--- src/rtl/ppa_pkg.sv ---
// ----------------------------------------------------------------------------
// ppa_pkg
// Shared widths, register indexes, reset values and item codes for the
// pulse period averager.
// ----------------------------------------------------------------------------
`default_nettype none

package ppa_pkg;

  // Width of a microsecond timestamp, an interval and the average.
  localparam int TIME_W = 32;

  // Width of the ring length register.
  localparam int RLEN_W = 5;

  // Configuration port geometry.
  localparam int CFG_DATA_W = 32;
  localparam int CFG_IDX_W  = 1;

  // Configuration register indexes.
  localparam logic [CFG_IDX_W-1:0] CFG_MIN_PERIOD  = 1'b0;
  localparam logic [CFG_IDX_W-1:0] CFG_RING_LENGTH = 1'b1;

  // Configuration reset values.
  localparam logic [TIME_W-1:0] MIN_PERIOD_RESET  = 32'd1000;
  localparam logic [RLEN_W-1:0] RING_LENGTH_RESET = 5'd16;

  // Item kind codes.
  localparam logic FUNC_EDGE = 1'b0;
  localparam logic FUNC_READ = 1'b1;

endpackage : ppa_pkg

`default_nettype wire

--- src/rtl/ppa_ifs.sv ---
// ----------------------------------------------------------------------------
// ppa_ifs
// Valid/ready channels of the pulse period averager: the input channel that
// carries edge and read items, and the result channel.
// ----------------------------------------------------------------------------
`default_nettype none

// Input channel: one edge or read item per transaction.
interface ppa_in_if
  import ppa_pkg::*;
  ();
  logic              valid;
  logic              ready;
  logic              func;
  logic [TIME_W-1:0] edge_time_us;

  modport source (output valid, output func, output edge_time_us, input ready);
  modport sink   (input valid, input func, input edge_time_us, output ready);
endinterface : ppa_in_if

// Result channel: one result per input transaction.
interface ppa_out_if
  import ppa_pkg::*;
  ();
  logic              valid;
  logic              ready;
  logic              period_recorded;
  logic              average_valid;
  logic [TIME_W-1:0] average_period_us;

  modport source (output valid, output period_recorded, output average_valid,
                  output average_period_us, input ready);
  modport sink   (input valid, input period_recorded, input average_valid,
                  input average_period_us, output ready);
endinterface : ppa_out_if

`default_nettype wire

--- src/rtl/ppa_ram.sv ---
// ----------------------------------------------------------------------------
// ppa_ram
// Generic single-clock RAM with one write port and one read port. The read
// data is registered, so it appears in the cycle after the address.
// ----------------------------------------------------------------------------
`default_nettype none

module ppa_ram #(
  parameter int WIDTH = 32,
  parameter int DEPTH = 16,
  localparam int ADDR_W = (DEPTH > 1) ? $clog2(DEPTH) : 1
) (
  input  wire logic              clk,
  input  wire logic              we,
  input  wire logic [ADDR_W-1:0] waddr,
  input  wire logic [WIDTH-1:0]  wdata,
  input  wire logic [ADDR_W-1:0] raddr,
  output logic      [WIDTH-1:0]  rdata
);

  logic [WIDTH-1:0] mem [DEPTH];

  // Write port and registered read port.
  always_ff @(posedge clk) begin
    if (we) begin
      mem[waddr] <= wdata;
    end
    rdata <= mem[raddr];
  end

endmodule : ppa_ram

`default_nettype wire

--- src/rtl/ppa_divider.sv ---
// ----------------------------------------------------------------------------
// ppa_divider
// Restoring bit-serial unsigned divider. One quotient bit is produced per
// cycle; done pulses in the same cycle as the complete quotient appears.
// ----------------------------------------------------------------------------
`default_nettype none

module ppa_divider #(
  parameter int DVD_W = 40,
  parameter int DVS_W = 5,
  localparam int STEP_W = $clog2(DVD_W + 1)
) (
  input  wire logic             clk,
  input  wire logic             rst_n,
  input  wire logic             start,
  input  wire logic [DVD_W-1:0] dividend,
  input  wire logic [DVS_W-1:0] divisor,
  output logic                  done,
  output logic      [DVD_W-1:0] quotient
);

  logic              busy_r;
  logic              done_r;
  logic [STEP_W-1:0] step_r;
  logic [DVD_W-1:0]  qd_r;
  logic [DVS_W:0]    rem_r;
  logic [DVS_W-1:0]  dvs_r;

  logic [DVS_W:0] rem_sh;
  logic [DVS_W:0] diff;
  logic           ge;

  // One restoring step: shift in the next dividend bit and try to subtract.
  always_comb begin
    rem_sh = {rem_r[DVS_W-1:0], qd_r[DVD_W-1]};
    ge     = (rem_sh >= {1'b0, dvs_r});
    diff   = rem_sh - {1'b0, dvs_r};
  end

  // Control state resets; the datapath registers load on start.
  always_ff @(posedge clk) begin
    if (!rst_n) begin
      busy_r <= 1'b0;
      done_r <= 1'b0;
      step_r <= '0;
    end else begin
      done_r <= 1'b0;
      if (start) begin
        busy_r <= 1'b1;
        step_r <= STEP_W'(DVD_W);
      end else if (busy_r) begin
        step_r <= step_r - 1'b1;
        if (step_r == STEP_W'(1)) begin
          busy_r <= 1'b0;
          done_r <= 1'b1;
        end
      end
    end
  end

  // Dividend shifts out at the top while quotient bits enter at the bottom.
  always_ff @(posedge clk) begin
    if (start) begin
      qd_r  <= dividend;
      rem_r <= '0;
      dvs_r <= divisor;
    end else if (busy_r) begin
      qd_r  <= {qd_r[DVD_W-2:0], ge};
      rem_r <= ge ? diff : rem_sh;
    end
  end

  assign done     = done_r;
  assign quotient = qd_r;

endmodule : ppa_divider

`default_nettype wire

--- src/rtl/pulse_period_averager_unit.sv ---
// ----------------------------------------------------------------------------
// pulse_period_averager_unit
// Moving average of the intervals between sensor edges, with the interval
// history held in a small RAM.
// ----------------------------------------------------------------------------
// The block takes one transaction at a time and returns exactly one result
// for each. An edge transaction computes the interval and, if recorded,
// writes it into the history RAM in the accept cycle; the result is then
// registered in S_EMIT. A read transaction with fresh data sums the filled
// entries in S_SUM through the single RAM read port, divides the sum by the
// count in the bit-serial divider in S_DIV until its done pulse, and then
// registers the result in S_EMIT. A read without fresh data goes straight
// to S_EMIT. A stalled result channel holds the block in S_EMIT until the
// output register is free.
// Each history entry has a valid bit, so an entry never written reads as
// zero and no clearing pass follows reset. A new transaction is accepted
// once the previous result has been moved into the output register.
// ----------------------------------------------------------------------------
`default_nettype none

module pulse_period_averager_unit
  import ppa_pkg::*;
#(
  parameter int HISTORY_DEPTH = 16
) (
  input  wire logic                  clk,
  input  wire logic                  rst_n,
  ppa_in_if.sink                     in_chan,
  ppa_out_if.source                  out_chan,
  input  wire logic                  cfg_we,
  input  wire logic [CFG_IDX_W-1:0]  cfg_index,
  input  wire logic [CFG_DATA_W-1:0] cfg_wdata
);

  localparam int IDX_W = (HISTORY_DEPTH > 1) ? $clog2(HISTORY_DEPTH) : 1;
  localparam int CNT_W = $clog2(HISTORY_DEPTH + 1);
  localparam int SUM_W = TIME_W + CNT_W;

  typedef enum logic [1:0] {
    S_IDLE,
    S_SUM,
    S_DIV,
    S_EMIT
  } state_t;

  // Registers.
  state_t                 state_r,      state_nxt;
  logic [TIME_W-1:0]      min_period_r, min_period_nxt;
  logic [RLEN_W-1:0]      ring_len_r,   ring_len_nxt;
  logic [TIME_W-1:0]      prev_r,       prev_nxt;
  logic [IDX_W-1:0]       wslot_r,      wslot_nxt;
  logic [CNT_W-1:0]       fill_r,       fill_nxt;
  logic                   fresh_r,      fresh_nxt;
  logic [HISTORY_DEPTH-1:0] ent_vld_r,  ent_vld_nxt;
  logic [CNT_W-1:0]       cnt_r,        cnt_nxt;
  logic [CNT_W-1:0]       rd_idx_r,     rd_idx_nxt;
  logic                   pend_r,       pend_nxt;
  logic                   pend_vld_r,   pend_vld_nxt;
  logic [SUM_W-1:0]       sum_r,        sum_nxt;
  logic                   res_rec_r,    res_rec_nxt;
  logic                   res_avl_r,    res_avl_nxt;
  logic [TIME_W-1:0]      res_avg_r,    res_avg_nxt;
  logic                   out_valid_r,  out_valid_nxt;
  logic                   out_rec_r,    out_rec_nxt;
  logic                   out_avl_r,    out_avl_nxt;
  logic [TIME_W-1:0]      out_avg_r,    out_avg_nxt;

  // Combinational helpers.
  logic [CNT_W-1:0]  act_len;
  logic              in_fire;
  logic [TIME_W-1:0] dt;
  logic              rec_ok;
  logic [CNT_W-1:0]  slot_c;
  logic [CNT_W-1:0]  slot_inc;
  logic [CNT_W-1:0]  fill_clamp;
  logic              ram_we;
  logic [IDX_W-1:0]  ram_waddr;
  logic [IDX_W-1:0]  ram_raddr;
  logic [TIME_W-1:0] ram_rdata;
  logic              div_start;
  logic              div_done;
  logic [SUM_W-1:0]  div_quot;

  // History RAM.
  ppa_ram #(
    .WIDTH (TIME_W),
    .DEPTH (HISTORY_DEPTH)
  ) u_ring (
    .clk   (clk),
    .we    (ram_we),
    .waddr (ram_waddr),
    .wdata (dt),
    .raddr (ram_raddr),
    .rdata (ram_rdata)
  );

  // Bit-serial divider for the mean.
  ppa_divider #(
    .DVD_W (SUM_W),
    .DVS_W (CNT_W)
  ) u_div (
    .clk      (clk),
    .rst_n    (rst_n),
    .start    (div_start),
    .dividend (sum_r),
    .divisor  (cnt_r),
    .done     (div_done),
    .quotient (div_quot)
  );

  // Active ring length: zero counts as one, and it saturates at the depth.
  always_comb begin
    if (ring_len_r == '0) begin
      act_len = CNT_W'(1);
    end else if (32'(ring_len_r) > 32'(HISTORY_DEPTH)) begin
      act_len = CNT_W'(HISTORY_DEPTH);
    end else begin
      act_len = CNT_W'(ring_len_r);
    end
  end

  // Edge arithmetic: wrapping interval, write slot and clamped fill count.
  always_comb begin
    dt         = in_chan.edge_time_us - prev_r;
    rec_ok     = (prev_r != '0) && (dt >= min_period_r);
    slot_c     = (CNT_W'(wslot_r) < act_len) ? CNT_W'(wslot_r) : '0;
    slot_inc   = slot_c + 1'b1;
    fill_clamp = (fill_r > act_len) ? act_len : fill_r;
  end

  assign in_fire       = in_chan.valid && in_chan.ready;
  assign in_chan.ready = (state_r == S_IDLE);
  assign ram_we        = in_fire && (in_chan.func == FUNC_EDGE) && rec_ok;
  assign ram_waddr     = slot_c[IDX_W-1:0];
  assign ram_raddr     = rd_idx_r[IDX_W-1:0];

  // Next-state logic for the sequencer, the history bookkeeping and the
  // output register.
  always_comb begin
    state_nxt      = state_r;
    min_period_nxt = min_period_r;
    ring_len_nxt   = ring_len_r;
    prev_nxt       = prev_r;
    wslot_nxt      = wslot_r;
    fill_nxt       = fill_r;
    fresh_nxt      = fresh_r;
    ent_vld_nxt    = ent_vld_r;
    cnt_nxt        = cnt_r;
    rd_idx_nxt     = rd_idx_r;
    pend_nxt       = 1'b0;
    pend_vld_nxt   = pend_vld_r;
    sum_nxt        = sum_r;
    res_rec_nxt    = res_rec_r;
    res_avl_nxt    = res_avl_r;
    res_avg_nxt    = res_avg_r;
    out_valid_nxt  = out_valid_r;
    out_rec_nxt    = out_rec_r;
    out_avl_nxt    = out_avl_r;
    out_avg_nxt    = out_avg_r;
    div_start      = 1'b0;

    // Configuration writes.
    if (cfg_we) begin
      case (cfg_index)
        CFG_MIN_PERIOD:  min_period_nxt = cfg_wdata[TIME_W-1:0];
        CFG_RING_LENGTH: ring_len_nxt   = cfg_wdata[RLEN_W-1:0];
        default: ;
      endcase
    end

    // The output register drains when the sink takes its transaction.
    if (out_chan.ready) begin
      out_valid_nxt = 1'b0;
    end

    case (state_r)
      S_IDLE: begin
        if (in_fire) begin
          res_rec_nxt = 1'b0;
          res_avl_nxt = 1'b0;
          res_avg_nxt = '0;
          state_nxt   = S_EMIT;
          if (in_chan.func == FUNC_EDGE) begin
            // Edge: record the interval unless it is bounce or no earlier edge is held.
            if (rec_ok) begin
              ent_vld_nxt[slot_c[IDX_W-1:0]] = 1'b1;
              wslot_nxt   = (slot_inc >= act_len) ? '0 : slot_inc[IDX_W-1:0];
              fill_nxt    = (fill_clamp < act_len) ? fill_clamp + 1'b1 : fill_clamp;
              fresh_nxt   = 1'b1;
              res_rec_nxt = 1'b1;
            end
            prev_nxt = in_chan.edge_time_us;
          end else if (fresh_r) begin
            // Read with fresh data: sum entries 0 to count-1.
            fresh_nxt = 1'b0;
            if (fill_clamp != '0) begin
              cnt_nxt    = fill_clamp;
              rd_idx_nxt = '0;
              sum_nxt    = '0;
              state_nxt  = S_SUM;
            end
          end
        end
      end

      S_SUM: begin
        // Issue one read per cycle; add the data that returns in the next cycle.
        if (pend_r) begin
          sum_nxt = sum_r + (pend_vld_r ? SUM_W'(ram_rdata) : '0);
        end
        if (rd_idx_r != cnt_r) begin
          pend_nxt     = 1'b1;
          pend_vld_nxt = ent_vld_r[rd_idx_r[IDX_W-1:0]];
          rd_idx_nxt   = rd_idx_r + 1'b1;
        end else if (!pend_r) begin
          div_start = 1'b1;
          state_nxt = S_DIV;
        end
      end

      S_DIV: begin
        if (div_done) begin
          res_avl_nxt = 1'b1;
          res_avg_nxt = div_quot[TIME_W-1:0];
          state_nxt   = S_EMIT;
        end
      end

      S_EMIT: begin
        // Move the result into the output register once it is free.
        if (!out_valid_r || out_chan.ready) begin
          out_valid_nxt = 1'b1;
          out_rec_nxt   = res_rec_r;
          out_avl_nxt   = res_avl_r;
          out_avg_nxt   = res_avg_r;
          state_nxt     = S_IDLE;
        end
      end

      default: state_nxt = S_IDLE;
    endcase
  end

  // State and registered outputs.
  always_ff @(posedge clk) begin
    if (!rst_n) begin
      state_r      <= S_IDLE;
      min_period_r <= MIN_PERIOD_RESET;
      ring_len_r   <= RING_LENGTH_RESET;
      prev_r       <= '0;
      wslot_r      <= '0;
      fill_r       <= '0;
      fresh_r      <= 1'b0;
      ent_vld_r    <= '0;
      pend_r       <= 1'b0;
      out_valid_r  <= 1'b0;
    end else begin
      state_r      <= state_nxt;
      min_period_r <= min_period_nxt;
      ring_len_r   <= ring_len_nxt;
      prev_r       <= prev_nxt;
      wslot_r      <= wslot_nxt;
      fill_r       <= fill_nxt;
      fresh_r      <= fresh_nxt;
      ent_vld_r    <= ent_vld_nxt;
      pend_r       <= pend_nxt;
      out_valid_r  <= out_valid_nxt;
    end
    cnt_r      <= cnt_nxt;
    rd_idx_r   <= rd_idx_nxt;
    pend_vld_r <= pend_vld_nxt;
    sum_r      <= sum_nxt;
    res_rec_r  <= res_rec_nxt;
    res_avl_r  <= res_avl_nxt;
    res_avg_r  <= res_avg_nxt;
    out_rec_r  <= out_rec_nxt;
    out_avl_r  <= out_avl_nxt;
    out_avg_r  <= out_avg_nxt;
  end

  // Result channel.
  assign out_chan.valid             = out_valid_r;
  assign out_chan.period_recorded   = out_rec_r;
  assign out_chan.average_valid     = out_avl_r;
  assign out_chan.average_period_us = out_avg_r;

endmodule : pulse_period_averager_unit

`default_nettype wire
--- src/flat_wrapper.sv ---
// flat-port wrapper written by rule: the top's interface ports become plain ports
module pulse_period_averager_unit_flat import ppa_pkg::*;
#(
  parameter int HISTORY_DEPTH = 16
)
  (clk, rst_n, cfg_we, cfg_index, cfg_wdata, in_chan_valid, in_chan_func, in_chan_edge_time_us, in_chan_ready, out_chan_valid, out_chan_period_recorded, out_chan_average_valid, out_chan_average_period_us, out_chan_ready);
  ppa_in_if in_chan_i ();
  ppa_out_if out_chan_i ();
  input  wire logic clk;
  input  wire logic rst_n;
  input  wire logic cfg_we;
  input  wire logic [CFG_IDX_W-1:0] cfg_index;
  input  wire logic [CFG_DATA_W-1:0] cfg_wdata;
  input wire logic [$bits(in_chan_i.valid)-1:0] in_chan_valid;
  input wire logic [$bits(in_chan_i.func)-1:0] in_chan_func;
  input wire logic [$bits(in_chan_i.edge_time_us)-1:0] in_chan_edge_time_us;
  output wire logic [$bits(in_chan_i.ready)-1:0] in_chan_ready;
  output wire logic [$bits(out_chan_i.valid)-1:0] out_chan_valid;
  output wire logic [$bits(out_chan_i.period_recorded)-1:0] out_chan_period_recorded;
  output wire logic [$bits(out_chan_i.average_valid)-1:0] out_chan_average_valid;
  output wire logic [$bits(out_chan_i.average_period_us)-1:0] out_chan_average_period_us;
  input wire logic [$bits(out_chan_i.ready)-1:0] out_chan_ready;
  assign in_chan_i.valid = in_chan_valid;
  assign in_chan_i.func = in_chan_func;
  assign in_chan_i.edge_time_us = in_chan_edge_time_us;
  assign in_chan_ready = in_chan_i.ready;
  assign out_chan_valid = out_chan_i.valid;
  assign out_chan_period_recorded = out_chan_i.period_recorded;
  assign out_chan_average_valid = out_chan_i.average_valid;
  assign out_chan_average_period_us = out_chan_i.average_period_us;
  assign out_chan_i.ready = out_chan_ready;
  pulse_period_averager_unit #(.HISTORY_DEPTH(HISTORY_DEPTH)) u_core (.clk(clk), .rst_n(rst_n), .in_chan(in_chan_i), .out_chan(out_chan_i), .cfg_we(cfg_we), .cfg_index(cfg_index), .cfg_wdata(cfg_wdata));
endmodule
--- config.mk ---
export PLATFORM = sky130hd
export DESIGN_NAME = pulse_period_averager_unit_flat
export DESIGN_NICKNAME = d
export VERILOG_FILES = /design/src/rtl/ppa_pkg.sv /design/src/rtl/ppa_ifs.sv /design/src/rtl/ppa_ram.sv /design/src/rtl/ppa_divider.sv /design/src/rtl/pulse_period_averager_unit.sv /design/src/flat_wrapper.sv
export SDC_FILE = /design/constraint.sdc
export NUM_CORES = 1
export LEC_CHECK = 0
export BUFFER_PORTS_ARGS = -buffer_cell sky130_fd_sc_hd__clkbuf_2
export CORE_MARGIN = 10
export CORE_UTILIZATION = 47
export CTS_BUF_LIST = sky130_fd_sc_hd__clkbuf_4
export CTS_CLUSTER_DIAMETER = 150
export DETAILED_ROUTE_END_ITERATION = 8
export PLACE_DENSITY_LB_ADDON = 0.08
export SLEW_MARGIN = 30
export SYNTH_ARGS = -nofsm -noshare
export SYNTH_HDL_FRONTEND = slang
export SYNTH_HIERARCHICAL = 1
export SYNTH_SLANG_ARGS = --single-unit
--- constraint.sdc ---
create_clock -name clk -period 12.43 [get_ports clk]
set_input_delay 2.486 -clock clk [delete_from_list [all_inputs] [get_ports clk]]
set_output_delay 2.486 -clock clk [all_outputs]
set_load 0.005 [all_outputs]
### Word-level counts from Yosys, hierarchy flattened

Memory sizes are Yosys's and may differ from the RTL's. A register that Yosys moved wholly into a read port is not among the register bits.
Cells that the tools add are included.

* bits in registers: 270
* memory bits (writable): 512
* bits of input ports: 71
* output and inout port bits: 36
* logic and storage cells: 155
* memories: 1

* $add $sub $neg: 7
* magnitude comparators: 10
* equality and inequality tests: 15
* muxes and demuxes: 59
* bitwise operators: 5
* reduce and logical (&&, ||, !) cells: 31

Memory list
* u_core.u_ring.mem: words 16, width 32, read ports 1, clocked after memory_dff 1, wr ports 1, RTL line ppa_ram.sv:21 `logic [WIDTH-1:0] mem [DEPTH];`

Operators with widths (count)
* $mux W37: 7
* $mux W32: 3
* $pmux W37 S2: 1
* $pmux W32 S2: 1
* $mux W5: 10
* $add A37 B37 Y37: 1
* $ge A32 B32 Y1: 1
* $reduce_bool A32 Y1: 1
* $sub A32 B32 Y32: 1
* $mux W1: 20
* $mux W2: 8
* $or A16 B16 Y16: 1
* $add A5 B1 Y5 const B: 3
* $ne A2 B2 Y1 const B: 7
* $mux W6: 2
* $reduce_and A2 Y1: 6
* $reduce_and A6 Y1: 2
* $lt A4 B5 Y1 const B: 2
* $pmux W5 S2: 1
* $reduce_and A5 Y1: 2
* $reduce_and A3 Y1: 3
* $mux W4: 2
* $pmux W2 S4: 1
* $reduce_bool A2 Y1: 4
* 27 further kinds: 37

### Logic depth before layout (Yosys ltp)

* depth after elaboration: 11
* mapped depth: 23
* mapped depth without buffers: 21

### Cells and area by module

Netlist, hierarchy kept.

By module, submodules not included
* ppa_ram: instances 1, cells each 838, area an instance 19835.3 um2
* pulse_period_averager_unit: instances 1, cells each 1384, area an instance 12887.4 um2
* ppa_divider: instances 1, cells each 178, area an instance 2499.9 um2

### Least setup slack after synthesis

No wires, ideal clock.

* kind: input -> register
* start point: input in_chan_edge_time_us[0]
* end point: memory u_core.u_ring.mem[0][0], enable pin
* arrival: 9.233 ns
* required time: 11.969 ns
* path slack: 2.736 ns
* stages on the path: 22
* buffers on the path: 2
* path through: inv_1 -> ha_1 -> inv_1 -> fa_1 -> a21oi_1 -> nor2_1 -> and4bb_2 -> o31ai_1 -> a21oi_1 -> o21ai_0 -> a41oi_1 -> xnor2_1 -> ha_1 -> nand4_1 -> or4_1 -> nor2_1 -> o211ai_1 -> a211oi_2 -> buf_2 -> buf_2 -> or3b_2 -> nor3_1

* cells in the longest elaborated chain, start to end: 6

RTL lines
* start, declared: RTL line flat_wrapper.sv:16 `input wire logic [$bits(in_chan_i.edge_time_us)-1:0] in_chan_edge_time_us;`
* $sub A32 B32 Y32: RTL line pulse_period_averager_unit.sv:124 `dt = in_chan.edge_time_us - prev_r;`
* named net u_core.dt[30]: RTL line pulse_period_averager_unit.sv:71 `logic [TIME_W-1:0] dt;`
* $ge A32 B32 Y1: RTL line pulse_period_averager_unit.sv:125 `rec_ok = (prev_r != '0) && (dt >= min_period_r);`
* $logic_and A1 B1 Y1: RTL line pulse_period_averager_unit.sv:125
* $logic_and A1 B1 Y1: RTL line pulse_period_averager_unit.sv:133 `assign ram_we = in_fire && (in_chan.func == FUNC_EDGE) && rec_ok;`
* named net u_core.ram_we: RTL line pulse_period_averager_unit.sv:76 `logic ram_we;`
* $mux W1: RTL line ppa_ram.sv:25 `if (we) begin`
* $mux W1 (implied by the code): RTL line ppa_ram.sv:26 `mem[waddr] <= wdata;`
* end, declared: RTL line ppa_ram.sv:21

The timed path passes the listed nets, and every way through them passes these cells.

### Final worst setup path

* start point: input in_chan_edge_time_us[3]
* end point: memory u_core.u_ring.mem[15][6], enable pin

* cells in the longest elaborated chain, start to end: 6

RTL lines (RTL line)
* $sub A32 B32 Y32: pulse_period_averager_unit.sv:124
* named net u_core.dt[31]: pulse_period_averager_unit.sv:71
* $ge A32 B32 Y1: pulse_period_averager_unit.sv:125
* $logic_and A1 B1 Y1: pulse_period_averager_unit.sv:125
* $logic_and A1 B1 Y1: pulse_period_averager_unit.sv:133
* $mux W1: ppa_ram.sv:25
* $mux W1 (implied by the code): ppa_ram.sv:26

The timed path passes the listed nets, and every way through them passes these cells.

==> impl_metrics.toml <==
[pwr]
power_per_cell_area_nw_per_um2 = 186.3
ir_drop_mv = 0.09807
power_mw = 7.492
p_leak_nw = 14.31

[sta]
finalCritPeriodShare_pct = 65.86
fmax_ghz = 0.1221
worstMarginPinSlew_ps = 951.1
finalHoldViolCount = 0
slew_violations = 0
setup_viol = 0
post-route-min-period_ps = 8187
setup-tns-final_ps = 0
rsz0062_at_grt = "no"
worst_clock_skew_ps = 87.19
max_slew_margin_pct = 36.59

[worst_setup_path]
critPathCaptureType = "flip-flop"
worstPathRequired_ps = 13080
slowest_delay_ps = 700
crit_slowest_cell = "xnor2_2"
path_cells = "clkbuf_2 > ha_1 > o21a_1 > o31a_1 > o2111ai_1 > a31oi_1 > a31oi_2 > o311ai_1 > o221ai_1 > xnor2_2 > ha_1 > nand4_1 > or4_1 > nor2_1 > o211ai_1 > a211oi_4 > buf_4 > nand3_1 > nor2_4 > buf_4"
crit_type = "in2reg"
crit_arrival_ps = 8830
critical_path.max_fanout = 33
crit_path_start_kind = "input pin"

[cts]
cts_buffers = 210
cts_hold_buf = 0
clk_pin_slew_ps = 60
cts_sinks = 814
clk_path_buf_depth = 3
htreeDepth = 4
insertion_delay_ps = 1050
cts_resized = 0
cts-root-buf = "clkbuf_4"
postCtsSetupBuffers = 0
cts_tree = "yes"

[logic_synthesis]
ys_types = 75
synth-xor-area-share_pct = 1.865
syn_inst = 2400
syn_area_per_cell_um2 = 14.68
synth-simple-area-share_pct = 7.779
synth_ff_type = "edfxtp_1"
synthAdderAreaFrac_pct = 4.788
synth_compound_area_share_pct = 7.769
ys_top_cells_by_area = "edfxtp_1, mux4_2, dfxtp_1, ha_1, nand2_1"
synth-seq-area-share_pct = 65.30
yosys.area.top_type = "edfxtp_1"
synth-edff-count = 670
synth_area_um2 = 35220
synth_top_family_by_area = "multiplexers"
syn_nets = 2604
synth.area.mux_share_pct = 10.03
async_flop_share_pct = 0
yosys.area.top_type_share_pct = 57.12
yosys_register_bits = 814
yosys_warnings = 6

[grt]
grt_max_degree = 97
overflow = 0
grt_pass1_vias = 21780
antenna_found_initial = 7
grt_pass1_wl_um = 126100
globalRouteTotalUtil_pct = 19.04

[placed_design]
place.gp.congestion = 0.8240
portBuffers = 106
placed_cells = 3427
dp_hpwl_um = 52500

[worst_hold_path]
hold_class = "reg2reg"

[layout]
final_core_util_pct = 54.10
layout.nets = 2876
nFillCells = 6226
final_common_cell = "edfxtp_1"
drive_gt1_share_pct = 25.87
final_cell_mix = "edfxtp_1, clkbuf_4, nand2_1"
area_delta_synth_final_pct = 14.16
stdcell_count = 3809

[floorplanning]
core-area_um2 = 74320
dieHeight_um = 293.8
rows = 100
die-area_um2 = 86290
start_util_pct = 47.39
boundaryPins = 107
die_w_um = 293.8

[drt]
vias_per_cell = 5.500
wl_per_cell_um = 21.33
drcViolationCount = 0
first_iter_violations = 1270
ant_nets = 0
firstDrtPassIters = 5
routed_wl_um = 81260
vias = 20950

[outcome]
status = "completed"

[flow_run]
maxCapViolCount = 0
[area by class of cell]
cell class / instances / area (um^2) / area share [%]
diodes: 3 / 7.507 / 0.01867
clock inverters: 51 / 325.3 / 0.8091
multi-input cells: 1370 / 11720 / 29.14
clock buffers: 326 / 2447 / 6.087
repair buffers: 157 / 1050 / 2.611
well taps: 969 / 1212 / 3.015
inverters: 119 / 446.7 / 1.111
flip-flops and latches: 814 / 23000 / 57.21
[cell usage after synthesis (15+ instances only)]
library cell    n
a21o_1         40
nand3_1        30
o211ai_1       18
mux2_2         39
and2_1        102
nand2_1       217
inv_1         117
a21oi_1       142
nand4_1        15
edfxtp_1      670
ha_1          130
a22oi_1        64
mux4_2        132
buf_2          15
a31oi_1        15
nand2b_1       19
clkbuf_1       57
nor2_1         95
xor2_1         23
o21ai_0        40
a211oi_1       15
xnor2_1        52
dfxtp_1       144
nor2b_1        22
[path summary, 6_finish.rpt]
check                                                       start                                              to  slack (ps)  depth (start not counted)
worst max-delay path                      in_chan_edge_time_us[3]              u_core/u_ring/mem[15][6]$_DFFE_PP_        4240                         20
worst min-delay path            u_core/res_avg_r[7]$_SDFFCE_PN0P_  u_core/out_chan.average_period_us[7]$_DFFE_PP_         400                          0
worst max register to register      u_core/prev_r[6]$_SDFFE_PN0P_              u_core/u_ring/mem[15][6]$_DFFE_PP_        5410                         19
worst min register to register  u_core/res_avg_r[7]$_SDFFCE_PN0P_  u_core/out_chan.average_period_us[7]$_DFFE_PP_         400                          0
[sequential cells by signal, indices dropped and copies added, names as in the netlist, 6 cells and up]
signal and cells:
u_core/u_ring/mem 512, u_core/u_div/quotient 37, u_core/out_chan.average_period_us 32, u_core/u_div/step_r 6
u_core/res_avg_r 32, u_core/ent_vld_r 16, u_core/min_period_r 32, u_core/u_ring/rdata 32
u_core/prev_r 32, u_core/sum_r 37
[worst max-delay path, delay by kind of cell]
family,cells,cell delay (ps)
AOI/OAI and AO/OA,9,2400
and+or+nand+nor,5,1680
buffers and inverters,3,940
xor gates and xnor gates,1,700
adders and majority gates,2,580
[cell families (layout without fill, tap and decap cells)]
kind of cell,after synthesis,in the layout
flops,814,814
other cells,0,3
xor+xnor,75,75
buf+inv,216,653
compound gates,417,417
simple gates,562,562
fa+ha+maj,133,133
mux,183,183
[power breakdown]
| group | internal (mW) | total, mW | switching (mW) |
|---|---|---|---|
| clock | 1.27 | 2.33 | 1.06 |
| sequential | 3.38 | 3.49 | 0.110 |
| combinational | 0.640 | 1.68 | 1.04 |
| total | 5.29 | 7.49 | 2.20 |
[per-layer routing]
layer	GRT usage, %	part of all wire, %	vias up
met1	23.90	43	10470
met5	0	0	-
li1	-	-	9830
met3	4.148	5.1	123
met2	32.27	50	529
met4	6.592	2.0	0
[metrics by stage]
step / worst slack [ps] / cell area (um^2) / hold slack, ps
after floorplan: 2736 / 35220 / 400.3
after global placement: 3008 / 37120 / 401.3
after detailed placement: 3293 / 37330 / 404.5
after CTS: 4375 / 40110 / 399.4
after global routing: 3913 / 40210 / 418.1
final: 4243 / 40210 / 402.5
Note: power is estimated with default switching activity, not from simulation.
